===== src/kch_pkg.sv =====
// Shared types, constants and helper functions for the k-mer canonical hasher.
package kch_pkg;

    localparam int K_MAX      = 32;
    localparam int IDX_W      = $clog2(K_MAX);
    localparam int LEN_W      = 6;
    localparam int CFG_IDX_W  = 2;
    localparam int CFG_DATA_W = 6;

    // configuration register indexes
    localparam logic [CFG_IDX_W-1:0] REG_KMER_LEN    = 2'd0;
    localparam logic [CFG_IDX_W-1:0] REG_DROP_AMB    = 2'd1;
    localparam logic [CFG_IDX_W-1:0] REG_FORCE_UPPER = 2'd2;

    localparam logic [LEN_W-1:0] KMER_LEN_RESET = 6'd16;

    // MurmurHash3 x64_128 constants
    localparam logic [63:0] HASH_SEED = 64'd42;
    localparam logic [63:0] MM_C1     = 64'h87c37b91114253d5;
    localparam logic [63:0] MM_C2     = 64'h4cf5ad432745937f;
    localparam logic [63:0] FMIX_M1   = 64'hff51afd7ed558ccd;
    localparam logic [63:0] FMIX_M2   = 64'hc4ceb9fe1a85ec53;
    localparam logic [63:0] MM_ADD1   = 64'h0000000052dce729;
    localparam logic [63:0] MM_ADD2   = 64'h0000000038495ab5;

    typedef struct packed {
        logic [7:0] base_char;
        logic       seq_end;
    } in_t;

    typedef struct packed {
        logic [63:0] kmer_hash;
        logic        ambiguous;
        logic        seq_last;
    } out_t;

    // one hashing job handed from the front to the back
    typedef struct packed {
        logic [K_MAX-1:0][7:0] chars;     // newest character at the top index
        logic [LEN_W-1:0]      len;       // clamped window length
        logic                  drop;      // ambiguous window with dropping on
        logic                  seq_last;
    } job_t;

    function automatic logic [LEN_W-1:0] clamp_k(input logic [LEN_W-1:0] k);
        logic [LEN_W-1:0] r;
        r = k;
        if (k == '0)
            r = LEN_W'(1);
        else if (k > LEN_W'(K_MAX))
            r = LEN_W'(K_MAX);
        return r;
    endfunction

    function automatic logic is_acgt(input logic [7:0] c);
        return (c == 8'h41) || (c == 8'h43) || (c == 8'h47) || (c == 8'h54);
    endfunction

endpackage


===== src/kch_front.sv =====
// Front end: configuration, case folding, sliding window and job issue.
module kch_front (
    input  logic               clk,
    input  logic               rst_n,
    input  logic               in_valid,
    output logic               in_stall,
    input  kch_pkg::in_t       in_data,
    input  logic               cfg_we,
    input  logic [kch_pkg::CFG_IDX_W-1:0]  cfg_index,
    input  logic [kch_pkg::CFG_DATA_W-1:0] cfg_data,
    output logic               push,
    output kch_pkg::job_t      push_job,
    input  logic               q_full
);
    import kch_pkg::*;

    logic [LEN_W-1:0]      kmer_len_reg;
    logic                  drop_reg;
    logic                  upper_reg;
    logic [K_MAX-1:0][7:0] win_reg, win_next;
    logic [K_MAX-1:0]      bad_reg, bad_next;
    logic [LEN_W-1:0]      fill_reg, fill_next;

    logic             accept;
    logic [7:0]       c;
    logic [LEN_W-1:0] k;
    logic [K_MAX-1:0] mask;
    logic             amb;
    logic             emit;

    // fold case and shift the new character in
    always_comb
    begin
        accept = in_valid && !q_full;
        in_stall = q_full;
        c = in_data.base_char;
        if (upper_reg && c >= 8'h61 && c <= 8'h7a)
            c = c - 8'd32;
        k = clamp_k(kmer_len_reg);
        win_next = {c, win_reg[K_MAX-1:1]};
        bad_next = {!is_acgt(c), bad_reg[K_MAX-1:1]};
        fill_next = (fill_reg == LEN_W'(K_MAX)) ? fill_reg : fill_reg + LEN_W'(1);
        emit = fill_next >= k;
        mask = ~({K_MAX{1'b1}} >> k);
        amb = |(bad_next & mask);
        push = accept && emit;
        push_job.chars = win_next;
        push_job.len = k;
        push_job.drop = amb && drop_reg;
        push_job.seq_last = in_data.seq_end;
    end

    // configuration registers
    always_ff @(posedge clk or negedge rst_n)
    begin
        if (!rst_n)
        begin
            kmer_len_reg <= KMER_LEN_RESET;
            drop_reg <= 1'b1;
            upper_reg <= 1'b1;
        end
        else if (cfg_we)
        begin
            case (cfg_index)
                REG_KMER_LEN:    kmer_len_reg <= cfg_data;
                REG_DROP_AMB:    drop_reg <= cfg_data[0];
                REG_FORCE_UPPER: upper_reg <= cfg_data[0];
                default:         ;
            endcase
        end
    end

    // window and fill; clear at end of sequence
    always_ff @(posedge clk or negedge rst_n)
    begin
        if (!rst_n)
        begin
            win_reg <= '0;
            bad_reg <= '1;
            fill_reg <= '0;
        end
        else if (accept)
        begin
            if (in_data.seq_end)
            begin
                win_reg <= '0;
                bad_reg <= '1;
                fill_reg <= '0;
            end
            else
            begin
                win_reg <= win_next;
                bad_reg <= bad_next;
                fill_reg <= fill_next;
            end
        end
    end

endmodule


===== config.mk =====
export PLATFORM = sky130hd
export DESIGN_NAME = kch_front
export DESIGN_NICKNAME = d
export VERILOG_FILES = /design/src/kch_pkg.sv /design/src/kch_front.sv
export SDC_FILE = /design/constraint.sdc
export NUM_CORES = 1
export LEC_CHECK = 0
export ABC_AREA = 1
export BUFFER_PORTS_ARGS = -buffer_cell sky130_fd_sc_hd__clkbuf_2
export CAP_MARGIN = 15
export CORE_MARGIN = 2
export CORE_UTILIZATION = 30
export CTS_CLUSTER_SIZE = 14
export DETAILED_ROUTE_END_ITERATION = 12
export GPL_TIMING_DRIVEN = 0
export MAX_ROUTING_LAYER = met4
export SLEW_MARGIN = 5
export SYNTH_ARGS = -nofsm -noshare
export SYNTH_HDL_FRONTEND = slang
export SYNTH_SLANG_ARGS = --single-unit

===== constraint.sdc =====
create_clock -name clk -period 2.3 [get_ports clk]
set_input_delay 0.46 -clock clk [delete_from_list [all_inputs] [get_ports clk]]
set_output_delay 0.46 -clock clk [all_outputs]
set_load 0.02 [all_outputs]

==> qor.txt <==
DIE WIDTH = 202 um
core area = 38600 sq um
first-pass GRT wire length = 54.0 mm
CTS H-tree depth = 2
clock buffers created by TritonCTS = 35
synth-to-layout area growth = 31.9%
async set-or-reset flop fraction in the synthesized netlist = 1.00
initial antenna violation count = 1
Final Skew = 0.0163 ns
crit path max-delay cell type = dfrtp_1
max FFs per register = 248
critical path arrival = 2.62 ns
DR iter-0 viols = 414
drt wl/cell = 16.7 um
register area share after synthesis = 0.629
Pwr Total = 12.4 mW
highest ir drop seen on vdd = 0.000398 V
final instance area = 15500 sq um
GPL Wtd Cong = 0.889
Power per Cell Area = 799 nW/um^2
vias per inst = 4.63
Tmin final = 3.08 ns
grt total ovfl = 0
clock tree buffer depth = 3
Sequential cell area = 7370 sq um
Synth cell types = 32
largest net degree at the start of global routing = 106
synthesized area per cell = 10.1 sq um
Initial Util = 0.303
Clock transition at path regs = 0.06 ns
crit end category = output pin
multi-input logic area = 2900 sq um
Layout Nets = 1542
placed cell count = 1969
syn nets = 1192
Final setup viols = 3
DP HPWL = 25.4 mm
Final Hold Fails = 0
overall routed net length = 34.4 mm
port buffer count = 287
CP cell instances = inv_2 > ha_2 > nand3_4 > xor2_2 > ha_1 > o21ai_1 > nand2_1 > a21oi_2 > o21bai_1 > a21oi_1 > o21bai_1 > nand2_1 > inv_2 > buf_6
DRC = 0
Final Max Tran Viols = 0
synthesis-stage register bit count = 293
number of global-route vias before repair = 9519
final hold slack = 0.180 ns
P_leak = 7.72 nW
CTS root buf = clkbuf_16
Crit path max-delay family = compound AO/OA/AOI/OAI gates
Tot GR Track Use = 0.173
CTS tree = done
via count = 9528
Worst Hold Class = primary input to flip-flop
Cell Rows = 72
outcome = finished with violations
Post-synth EDFFs = 0
Worst-Skew Late Latency = 0.52 ns
share of cells above drive strength 1 = 0.313
CP Launch Type = flip-flop
max cap viols = 0
IO Count = 288
DRT antenna net count = 0
post-synthesis cell count = 1161
Die Area = 40700 sq um
critical path type = flip-flop to output pin
crit share post-route = 1.34
worst slew pin tran = 0.738 ns
maximum fanout along the worst path = 3
Netlist Area Pre-Place = 11700 sq um
dominant synthesized flop cell = dfrtp_1
CTS sink count = 293
RSZ-0062 raised after global routing = true
# fillers = 3809
Synth Warn # = 0
violated checks = negative setup slack
Cell Count, Final, Fillers Out = 2057
Critical path buffers and inverters = 3
DRT Pass-1 Iters = 5
CP Data Required Time = 1.84 ns
Post-DP Area = 13900 sq um
Chip Height = 202 um
setup ws final = -0.783 ns
Critical Path Max Stage Delay = 0.40 ns
fmax = 324 MHz
slew margin rel. = 0.508
==> kinds of logic after synthesis <==
group,count (synthesis),synth area share
buf+inv,395,0.133
compound gates,315,0.168
mux,1,0.000960
xor+xnor,3,0.00224
simple gates,145,0.0575
flops,293,0.629
fa+ha+maj,9,0.00960
==> cells in the final DEF (no fill, tap or decap), types with 3 or more instances in the layout <==
cell type     n
inv_1       311
clkbuf_2    281
dfrtp_1     259
o22ai_1     242
nand2_1      72
clkbuf_1     43
clkbuf_16    36
dfstp_2      34
a22oi_1      30
buf_4        27
nor2_1       26
buf_2        21
nand3_1      17
o21ai_0      16
a21oi_1      12
clkbuf_8     11
inv_2        10
ha_1          8
buf_6         6
nand2_2       6
buf_8         4
nor2_4        4
o21ai_2       4
o21ai_1       4
nand4_1       4
clkinv_2      4
buf_1         3
o21bai_1      3
nor2_2        3
clkinvlp_4    3
bufinv_16     3
buf_16        3
==> synthesized netlist by cell type (7+ instances only) <==
library cell	instances	area [sq um]
a21oi_1	13	65.1
a22oi_1	30	225
buf_2	21	105
buf_4	7	52.6
clkbuf_1	39	146
dfrtp_1	259	6480
dfstp_2	34	893
ha_1	9	113
inv_1	317	1190
nand2_1	75	282
nand3_1	20	100
nor2_1	29	109
o21ai_0	19	95.1
o22ai_1	242	1510
==> metal layers <==
| metal | part of all wire | global-route usage | vias up |
|---|---|---|---|
| met1 | 0.45 | 0.228 | 4619 |
| met5 | 0 | - | - |
| met4 | 0.025 | 0.0504 | 0 |
| met2 | 0.45 | 0.258 | 336 |
| li1 | - | - | 4511 |
| met3 | 0.079 | 0.0502 | 62 |
==> final cells by class <==
type	count	area share
timing repair buffer	313	0.113
inverter	322	0.0783
buffer	73	0.0228
multi-input combinational	473	0.187
clock inverter	14	0.0113
antenna	1	0.000162
tap	518	0.0419
clock buffer	50	0.0681
sequential	293	0.477
==> stage by stage <==
| stage | TNS (ns) | utilization | worst slack [ns] |
|---|---|---|---|
| after global placement | -1517.50 | 0.357 | -5.45 |
| after detailed placement | -2.29 | 0.360 | -0.678 |
| after floorplan | 0 | - | 0.00868 |
| after CTS | -1.44 | 0.396 | -0.871 |
| after global routing | -1.72 | 0.400 | -0.955 |
| final | -1.22 | 0.400 | -0.783 |
==> power breakdown <==
part           total, mW  switching [mW]  internal (mW)
logic               1.24           0.825          0.418
registers           5.35          0.0811           5.27
clock network       5.77            2.22           3.55
total               12.4            3.13           9.24
==> worst register-to-register path, delay by kind of cell (launching register included) <==
family | cells | cell delay (ns)
DFF | 1 | 0.58
and+or+nand+nor | 3 | 0.33
buffers and inverters | 3 | 0.33
AOI/OAI and AO/OA | 2 | 0.22
==> what timing repair did <==
action	in CTS	in global routing
endpoints found under the setup margin	4	4
resized for setup	26	23
buffers inserted	10	12
hold endpoints to repair	15	0
pin swaps	11	23
hold buffers	1	0
==> path summary, 6_finish.rpt <==
path	start	to	slack [ns]	cells after the start
worst max-delay path	fill_reg[0]	push	-0.78	14
worst min-delay path	cfg_data[1]	kmer_len_reg[1]	0.18	2
worst max register to register	upper_reg	push_job[254]	0.69	8
worst min register to register	push_job[9]	push_job[9]	0.49	2
max in group asynchronous	rst_n	push_job[73]	0.79	4
min in group asynchronous	rst_n	push_job[224]	0.38	2
No activity file was read; power rests on OpenSTA's default activity.
