==> config.mk <==
export PLATFORM = sky130hd
export DESIGN_NAME = kch_queue
export DESIGN_NICKNAME = d
export VERILOG_FILES = /design/src/kch_pkg.sv /design/src/kch_queue.sv
export SDC_FILE = /design/constraint.sdc
export NUM_CORES = 1
export LEC_CHECK = 0
export ABC_AREA = 1
export BUFFER_PORTS_ARGS = -buffer_cell sky130_fd_sc_hd__buf_2
export CORE_ASPECT_RATIO = 0.5
export CORE_MARGIN = 2
export CORE_UTILIZATION = 50
export DETAILED_ROUTE_END_ITERATION = 8
export PLACE_DENSITY = 0.86
export SYNTH_ARGS = -nofsm -noshare
export SYNTH_HDL_FRONTEND = slang
export SYNTH_SLANG_ARGS = --single-unit
==> constraint.sdc <==
create_clock -name clk -period 13.6 [get_ports clk]
set_input_delay 0 -clock clk [delete_from_list [all_inputs] [get_ports clk]]
set_output_delay 0 -clock clk [all_outputs]
set_load 0.01 [all_outputs]
==> src/kch_pkg.sv <==
// Shared types, constants and helper functions for the k-mer canonical hasher.
package kch_pkg;

    localparam int K_MAX      = 32;
    localparam int IDX_W      = $clog2(K_MAX);
    localparam int LEN_W      = 6;
    localparam int CFG_IDX_W  = 2;
    localparam int CFG_DATA_W = 6;

    // configuration register indexes
    localparam logic [CFG_IDX_W-1:0] REG_KMER_LEN    = 2'd0;
    localparam logic [CFG_IDX_W-1:0] REG_DROP_AMB    = 2'd1;
    localparam logic [CFG_IDX_W-1:0] REG_FORCE_UPPER = 2'd2;

    localparam logic [LEN_W-1:0] KMER_LEN_RESET = 6'd16;

    // MurmurHash3 x64_128 constants
    localparam logic [63:0] HASH_SEED = 64'd42;
    localparam logic [63:0] MM_C1     = 64'h87c37b91114253d5;
    localparam logic [63:0] MM_C2     = 64'h4cf5ad432745937f;
    localparam logic [63:0] FMIX_M1   = 64'hff51afd7ed558ccd;
    localparam logic [63:0] FMIX_M2   = 64'hc4ceb9fe1a85ec53;
    localparam logic [63:0] MM_ADD1   = 64'h0000000052dce729;
    localparam logic [63:0] MM_ADD2   = 64'h0000000038495ab5;

    typedef struct packed {
        logic [7:0] base_char;
        logic       seq_end;
    } in_t;

    typedef struct packed {
        logic [63:0] kmer_hash;
        logic        ambiguous;
        logic        seq_last;
    } out_t;

    // one hashing job handed from the front to the back
    typedef struct packed {
        logic [K_MAX-1:0][7:0] chars;     // newest character at the top index
        logic [LEN_W-1:0]      len;       // clamped window length
        logic                  drop;      // ambiguous window with dropping on
        logic                  seq_last;
    } job_t;

    function automatic logic [LEN_W-1:0] clamp_k(input logic [LEN_W-1:0] k);
        logic [LEN_W-1:0] r;
        r = k;
        if (k == '0)
            r = LEN_W'(1);
        else if (k > LEN_W'(K_MAX))
            r = LEN_W'(K_MAX);
        return r;
    endfunction

    function automatic logic is_acgt(input logic [7:0] c);
        return (c == 8'h41) || (c == 8'h43) || (c == 8'h47) || (c == 8'h54);
    endfunction

endpackage

==> src/kch_queue.sv <==
// Two-entry job queue between the front end and the hash engine.
module kch_queue (
    input  logic          clk,
    input  logic          rst_n,
    input  logic          push,
    input  kch_pkg::job_t push_job,
    output logic          full,
    input  logic          pop,
    output logic          empty,
    output kch_pkg::job_t head
);
    import kch_pkg::*;

    job_t       mem_reg [2];
    logic       wr_ptr_reg;
    logic       rd_ptr_reg;
    logic [1:0] cnt_reg;

    assign full = (cnt_reg == 2'd2);
    assign empty = (cnt_reg == 2'd0);
    assign head = mem_reg[rd_ptr_reg];

    // advance pointers and count
    always_ff @(posedge clk or negedge rst_n)
    begin
        if (!rst_n)
        begin
            wr_ptr_reg <= 1'b0;
            rd_ptr_reg <= 1'b0;
            cnt_reg <= 2'd0;
        end
        else
        begin
            if (push)
                wr_ptr_reg <= !wr_ptr_reg;
            if (pop)
                rd_ptr_reg <= !rd_ptr_reg;
            if (push && !pop)
                cnt_reg <= cnt_reg + 2'd1;
            else if (pop && !push)
                cnt_reg <= cnt_reg - 2'd1;
        end
    end

    // store entries
    always_ff @(posedge clk)
    begin
        if (push)
            mem_reg[wr_ptr_reg] <= push_job;
    end

endmodule

==> results of run 1 <==
[final cells by class]
type | instances | area share
Tap cell | 520 | 0.0243
Antenna cell | 9 | 0.000842
Inverter | 7 | 0.00126
Clock buffer | 54 | 0.0466
Sequential cell | 532 | 0.597
Multi-Input combinational cell | 278 | 0.114
Clock inverter | 31 | 0.0130
Timing Repair Buffer | 810 | 0.203
[power by group through the flow]
stage / Combinational, mW / Sequential [mW] / Clock, mW
finish: 1.50 / 2.29 / 1.41
global route: 1.57 / 2.31 / 1.50
CTS: 1.49 / 2.28 / 1.40
detailed placement: 1.41 / 2.31 / 0
global placement: 1.37 / 2.28 / 0
floorplan: 0.946 / 2.37 / 0
[cell usage in the layout, fill, tap and decap left out, drive strengths merged, types with 4 or more instances in the layout]
cell and instances:
edfxtp 528, clkinvlp 5, diode 9, clkinv 16, clkbuf 54, buf 542, dlygate4sd3 268, mux2 264
dfrtp 4, nand2 5, bufinv 7, inv 10
[logic make-up after synthesis]
family	synth area share
xor+xnor	0.00136
fa+ha+maj	0.000646
buf+inv	0.0179
flops	0.824
mux	0.154
simple gates	0.00213
[per-stage QoR]
stage                     setup WS [ns]  instances  hold WS, ns  instance area, µm²  utilization
final                              9.81       2241        0.172               26700        0.708
after global routing               9.62       2238        0.149               26700        0.707
after CTS                          9.85       2232        0.140               26700        0.707
after detailed placement          10.09       1879       -0.185               22400        0.594
after global placement            10.28       1879       -0.187               22400        0.594
after floorplan                    1.35        846       -0.296               19400            -
[worst max-delay path, cell delays in order, from the launching register on]
cell and delay [ns]:
dfrtp_4 0.84, buf_4 0.78, buf_4 0.87, mux2_2 0.46
buf_2 0.15
[per-layer routing]
metal / routed length (µm) / global-route usage
met4: 2350 / 0.116
met2: 29500 / 0.480
met5: 0 / 0
met3: 2240 / 0.0466
met1: 17800 / 0.259
[worst min-delay path by stage]
stage	depth (start not counted)	slack, ns	to
floorplan	0	-0.30	cnt_reg[0]
global placement	1	-0.19	wr_ptr_reg
detailed placement	1	-0.18	rd_ptr_reg
CTS	2	0.14	mem_reg[0][52]
global route	2	0.15	mem_reg[1][197]
finish	3	0.17	rd_ptr_reg
[Yosys cell counts]
cell type,count
nand2_1,5
xor2_1,2
inv_1,7
ha_1,1
dfrtp_1,4
nand4_1,1
mux2_2,264
edfxtp_1,528
xnor2_1,1
nor2_1,3
buf_2,1
buf_6,28
nand3_1,1
[repair_timing]
action / 4_1_cts / 5_1_grt
hold buffers: 268 / 0
endpoints found under the hold margin: 536 / 0
buffers inserted: 0 / 0
==> metrics.md, run 1 <==
| Metric | Value |
|---|---|
| Outcome | complete, no violations |
| IO Count | around 530 |
| Total gr overflow | 0 |
| Iter 0 DRT Violations | between 800 and 900 |
| Initial antenna violation count | 6 |
| First-pass GRT wire length | 73.3 mm |
| Top post-synthesis cells by area | edfxtp_1 (82%), mux2_2 (15%), buf_6 (1.6%) |
| Synth top area share | 0.819 |
| Syn Std Cell Area | just under 0.02 mm² |
| Height of the die | between 100 and 150 µm |
| Hold Crit Start | pop |
| Input/output buffers | between 500 and 600 |
| Clk network pwr share | 0.271 |
| Clock transition at the registers of the reported paths | roughly 0.07 ns |
| Final min period | between 3 and 4 ns |
| Worst EP required | approximately 14 ns |
| Leakage | between 10 and 15 nW |
| RR Endpoint | mem_reg[0][4] |
| Fmax | around 0.26 GHz |
| # resized after CTS | 0 |
| Syn_area_per_cell | around 23 µm² |
| Per-cell routed wire length | roughly 23 µm |
| Cell area power density | between 150 and 200 mW/mm² |
| Fin nets | 1944 |
| Total Power | about 5.2 mW |
| Synth warnings | 0 |
| Seq. cell area | 0.0160 mm² |
| Clk_lat worst skew | approximately 0.56 ns |
| Routed via count | 11600 |
| Synth area leader | edfxtp_1 |
| Flops & latches, synth | roughly 530 |
| Number of max-cap violations | 0 |
| Multi-input gate area | 0.00306 mm² |
| Root buffer cell | clkbuf_16 |
| Setup crit end kind | output pin |
| Largest net degree at the start of global routing | 131 |
| Hold Vio Cnt, Final | 0 |
| Clock skew | 0.0226 ns |
| Syn nets | about 1100 |
| Max Slew Vio Count | 0 |
| Logic pwr share | 0.289 |
| P_sw | around 1.6 mW |
| Switching power share of the total | 0.299 |
| Critical Path Sink | head[26] |
| Cts bufs inserted | 46 |
| R2R Setup Slk | 10.10 ns |
| Total GRT Usage | 0.247 |
| Post-route ant nets | 0 |
| Slew HR | 0.236 |
| Synth cell types | 13 |
| HPWL after detailed placement | between 30 and 40 mm |
| CP max FO | 75 |
| CTS tree | done |
| Placer Congestion | ~0.94 |
| Cell count after synthesis | around 850 |
| Die width | approximately 280 µm |
| # rows | 50 |
| Htree depth | 2 |
| Worst-margin pin slew | between 1 and 1.5 ns |
| Hold/Removal Path Class | primary input to flip-flop |
| Area growth, synth to finish | 38.1% |
| RSZ-0062 raised after global routing | false |
| Proportion of layout cells with a drive suffix above 1 | 0.515 |
| Core box area | between 0.03 and 0.04 mm² |
| Max FFs per register | 528 |
| Fillers | approximately 2300 |
| Type of the worst setup path | flip-flop to output pin |
| First-pass DRT Iterations | 5 |
| FF-to-FF Start | wr_ptr_reg |
| Setup TNS | 0 ns |
| Via/cell ratio | 5.16 |
| Total clock sinks | between 500 and 600 |
| Final worst path period share | 0.278 |
| Internal | approximately 3.6 mW |
| Sequential area share after synthesis | 0.824 |
| Seq pwr share | 0.440 |
| DRT Wirelength | approximately 52 mm |
| Final setup vio count | 0 |
| Die area | 0.0404 mm² |
| CTS max path bufs | 3 |
| CP Data Arrival Time | ~3.8 ns |
| Initial Utilization | 0.512 |
| Peak supply drop | 0.128 mV |
| # DRC | 0 |
| Vias in the first global route | 12400 |
| Worst setup SP type | flip-flop |
| Critical path origin | rd_ptr_reg |
| Reg2Reg Depth | 4 |
Note: power is estimated with default switching activity, not from simulation.
==> inputs of run 2 (changes only) <==
==> constraint.sdc (replaced) <==
create_clock -name clk -period 3.7 [get_ports clk]
set_input_delay 0 -clock clk [delete_from_list [all_inputs] [get_ports clk]]
set_output_delay 0 -clock clk [all_outputs]
set_load 0.01 [all_outputs]
==> run 2 against run 1 <==
Against the previous run:
- via count increased by 0.58%
- non-clock buffer count increased by 6
- clock skew decreased by 0.0085 ns
- power increased to 3.6 times the previous value
- critical path depth decreased by 1
- largest power group unchanged
- die area unchanged
- highest routed layer is now met5
==> metrics.md, run 2 (synthesis gave the netlist of run 1 again) <==
| Metric | Value |
|---|---|
| Total clock sinks | approximately 530 |
| Clk network pwr share | 0.248 |
| Final worst path period share | 0.687 |
| Seq. cell area | roughly 0.016 mm² |
| Multi-input gate area | slightly above 0.003 mm² |
| CP cell instances | buf_4 -> mux2_2 -> buf_2 |
| RR Endpoint | mem_reg[1][200] |
| Logic pwr share | 0.303 |
| # rows | 50 |
| Routed via count | about 12000 |
| Worst setup SP type | flip-flop |
| Clk_lat worst skew | around 0.55 ns |
| Per-cell routed wire length | about 24 µm |
| Util after Layout | 0.707 |
| Hold Vio Cnt, Final | 0 |
| HPWL after detailed placement | around 33 mm |
| Placer Congestion | between 0.9 and 1 |
| Total gr overflow | 0 |
| Outcome | complete, no violations |
| Area growth, synth to finish | 38.1% |
| R2R Setup Slk | around 1.8 ns |
| Clock skew | around 0.014 ns |
| Number of max-cap violations | 0 |
| Initial Utilization | 0.512 |
| Post-route insts no fill | ~2200 |
| Internal | ~13 mW |
| FF-to-FF Start | wr_ptr_reg |
| Input/output buffers | between 500 and 600 |
| Final min period | approximately 2.5 ns |
| Slowest Stage Delay on Critical Path | 0.87 ns |
| P_sw | between 5 and 6 mW |
| Peak supply drop | around 0.49 mV |
| Htree depth | 2 |
| Fin nets | between 1500 and 2000 |
| Final setup vio count | 0 |
| Hold Crit Start | push_job[49] |
| First-pass GRT wire length | around 75 mm |
| Pre-CTS WS | 1.76 ns |
| Max FFs per register | between 500 and 600 |
| Iter 0 DRT Violations | between 800 and 900 |
| Cell area power density | 701 mW/mm² |
| Slew HR | 0.490 |
| Die width | 282 µm |
| Proportion of layout cells with a drive suffix above 1 | 0.513 |
| Clock transition at the registers of the reported paths | roughly 0.070 ns |
| Fin worst setup slack | roughly 1.2 ns |
| Fmax | a little under 0.4 GHz |
| Hold/Removal Path Class | primary input to flip-flop |
| RSZ-0062 raised after global routing | false |
| Slowest cell on the critical path | dfrtp_4 |
| Switching power share of the total | 0.304 |
| Worst-margin pin slew | 0.764 ns |
| CP Data Arrival Time | 2.54 ns |
| CTS tree | done |
| Largest net degree at the start of global routing | 75 |
| First-pass DRT Iterations | 5 |
| Height of the die | 143 µm |
| IO Count | roughly 530 |
| CTS max path bufs | 3 |
| Setup crit end kind | output pin |
| Vias in the first global route | about 13000 |
| Die area | approximately 0.040 mm² |
| Initial antenna violation count | 7 |
| Core box area | roughly 0.038 mm² |
| Commonest non-fill, non-tap cells in the layout | buf_2 (533), edfxtp_1 (528), dlygate4sd3_1 (268) |
| Hold endpoint | mem_reg[0][49] |
| Commonest non-fill, non-tap cell in the layout | buf_2 |
| Max Slew Vio Count | 0 |
| Fillers | 2292 |
| Cts bufs inserted | 46 |
| Post-route ant nets | 0 |
| Reg2Reg Depth | 3 |
| # DRC | 0 |
| DRT Wirelength | around 53 mm |
| Total GRT Usage | 0.254 |
| Seq pwr share | 0.448 |
| Type of the worst setup path | flip-flop to output pin |
| Leakage | about 10 nW |
| Hold Crit Depth | 2 |
| Via/cell ratio | about 5.2 |
| CP max FO | 43 |
| Placed Cells | about 1900 |
| Worst EP required | approximately 3.7 ns |
| Root buffer cell | clkbuf_16 |
## run 2: changes by cell type in the layout (fill, tap and decap cells not counted), sizes merged
cell / change
bufinv: -5
inv: -1
clkinv: +6
diode: -3
clkinvlp: -2
clkbuf: -2
buf: +6
## run 2: power by group through the flow
| stage | Combinational (mW) | Clock (mW) | Sequential, mW |
|---|---|---|---|
| final | 5.69 | 4.65 | 8.40 |
| after detailed placement | 5.34 | 0 | 8.49 |
| after CTS | 5.62 | 4.63 | 8.37 |
| after global routing | 5.95 | 4.92 | 8.48 |
| after global placement | 5.20 | 0 | 8.40 |
| after floorplan | 3.48 | 0 | 8.46 |
## run 2: worst max-delay path by stage
stage / start / endpoint / slack (ns) / cells after the start
after floorplan: wr_ptr_reg / mem_reg[1][0] / -1.14 / 2
after global placement: wr_ptr_reg / mem_reg[1][158] / 1.82 / 3
after detailed placement: wr_ptr_reg / mem_reg[1][159] / 1.76 / 3
after CTS: rd_ptr_reg / head[105] / 1.17 / 3
after global routing: rd_ptr_reg / head[52] / 1.07 / 3
final: rd_ptr_reg / head[52] / 1.16 / 3
## run 2: layout make-up
type / count / area share
flip-flops and latches: 532 / 0.597
repair buffers: 816 / 0.210
multi-input cells: 278 / 0.115
clock buffers: 52 / 0.0447
well taps: 520 / 0.0243
clock inverters: 29 / 0.00740
inverters: 7 / 0.00112
diodes: 6 / 0.000562
## run 2: per-layer routing
metal	part of all wire	GRT usage
met5	0.00026	0
met4	0.059	0.153
met3	0.046	0.0445
met2	0.57	0.491
met1	0.33	0.256
## run 2: what timing repair did
item,CTS,global route
resized for setup,0,0
hold endpoints to repair,536,0
hold buffers,268,0
buffers inserted,0,0
## run 2: stage by stage
step                power [mW]  setup TNS [ns]  hold WS, ns  area [µm²]
floorplan                 11.9         -581.07       -0.296       19400
global placement          13.6               0       -0.162       22600
detailed placement        13.8               0       -0.161       22600
CTS                       18.6               0        0.143       26700
global route              19.3               0        0.157       26700
finish                    18.7               0        0.176       26700
## run 2: critical path: cells and delay by family (launching register included)
family                 cells  cell delay, ns
buffers and inverters      2            0.68
multiplexers               1            0.40
flip-flops                 1            0.87
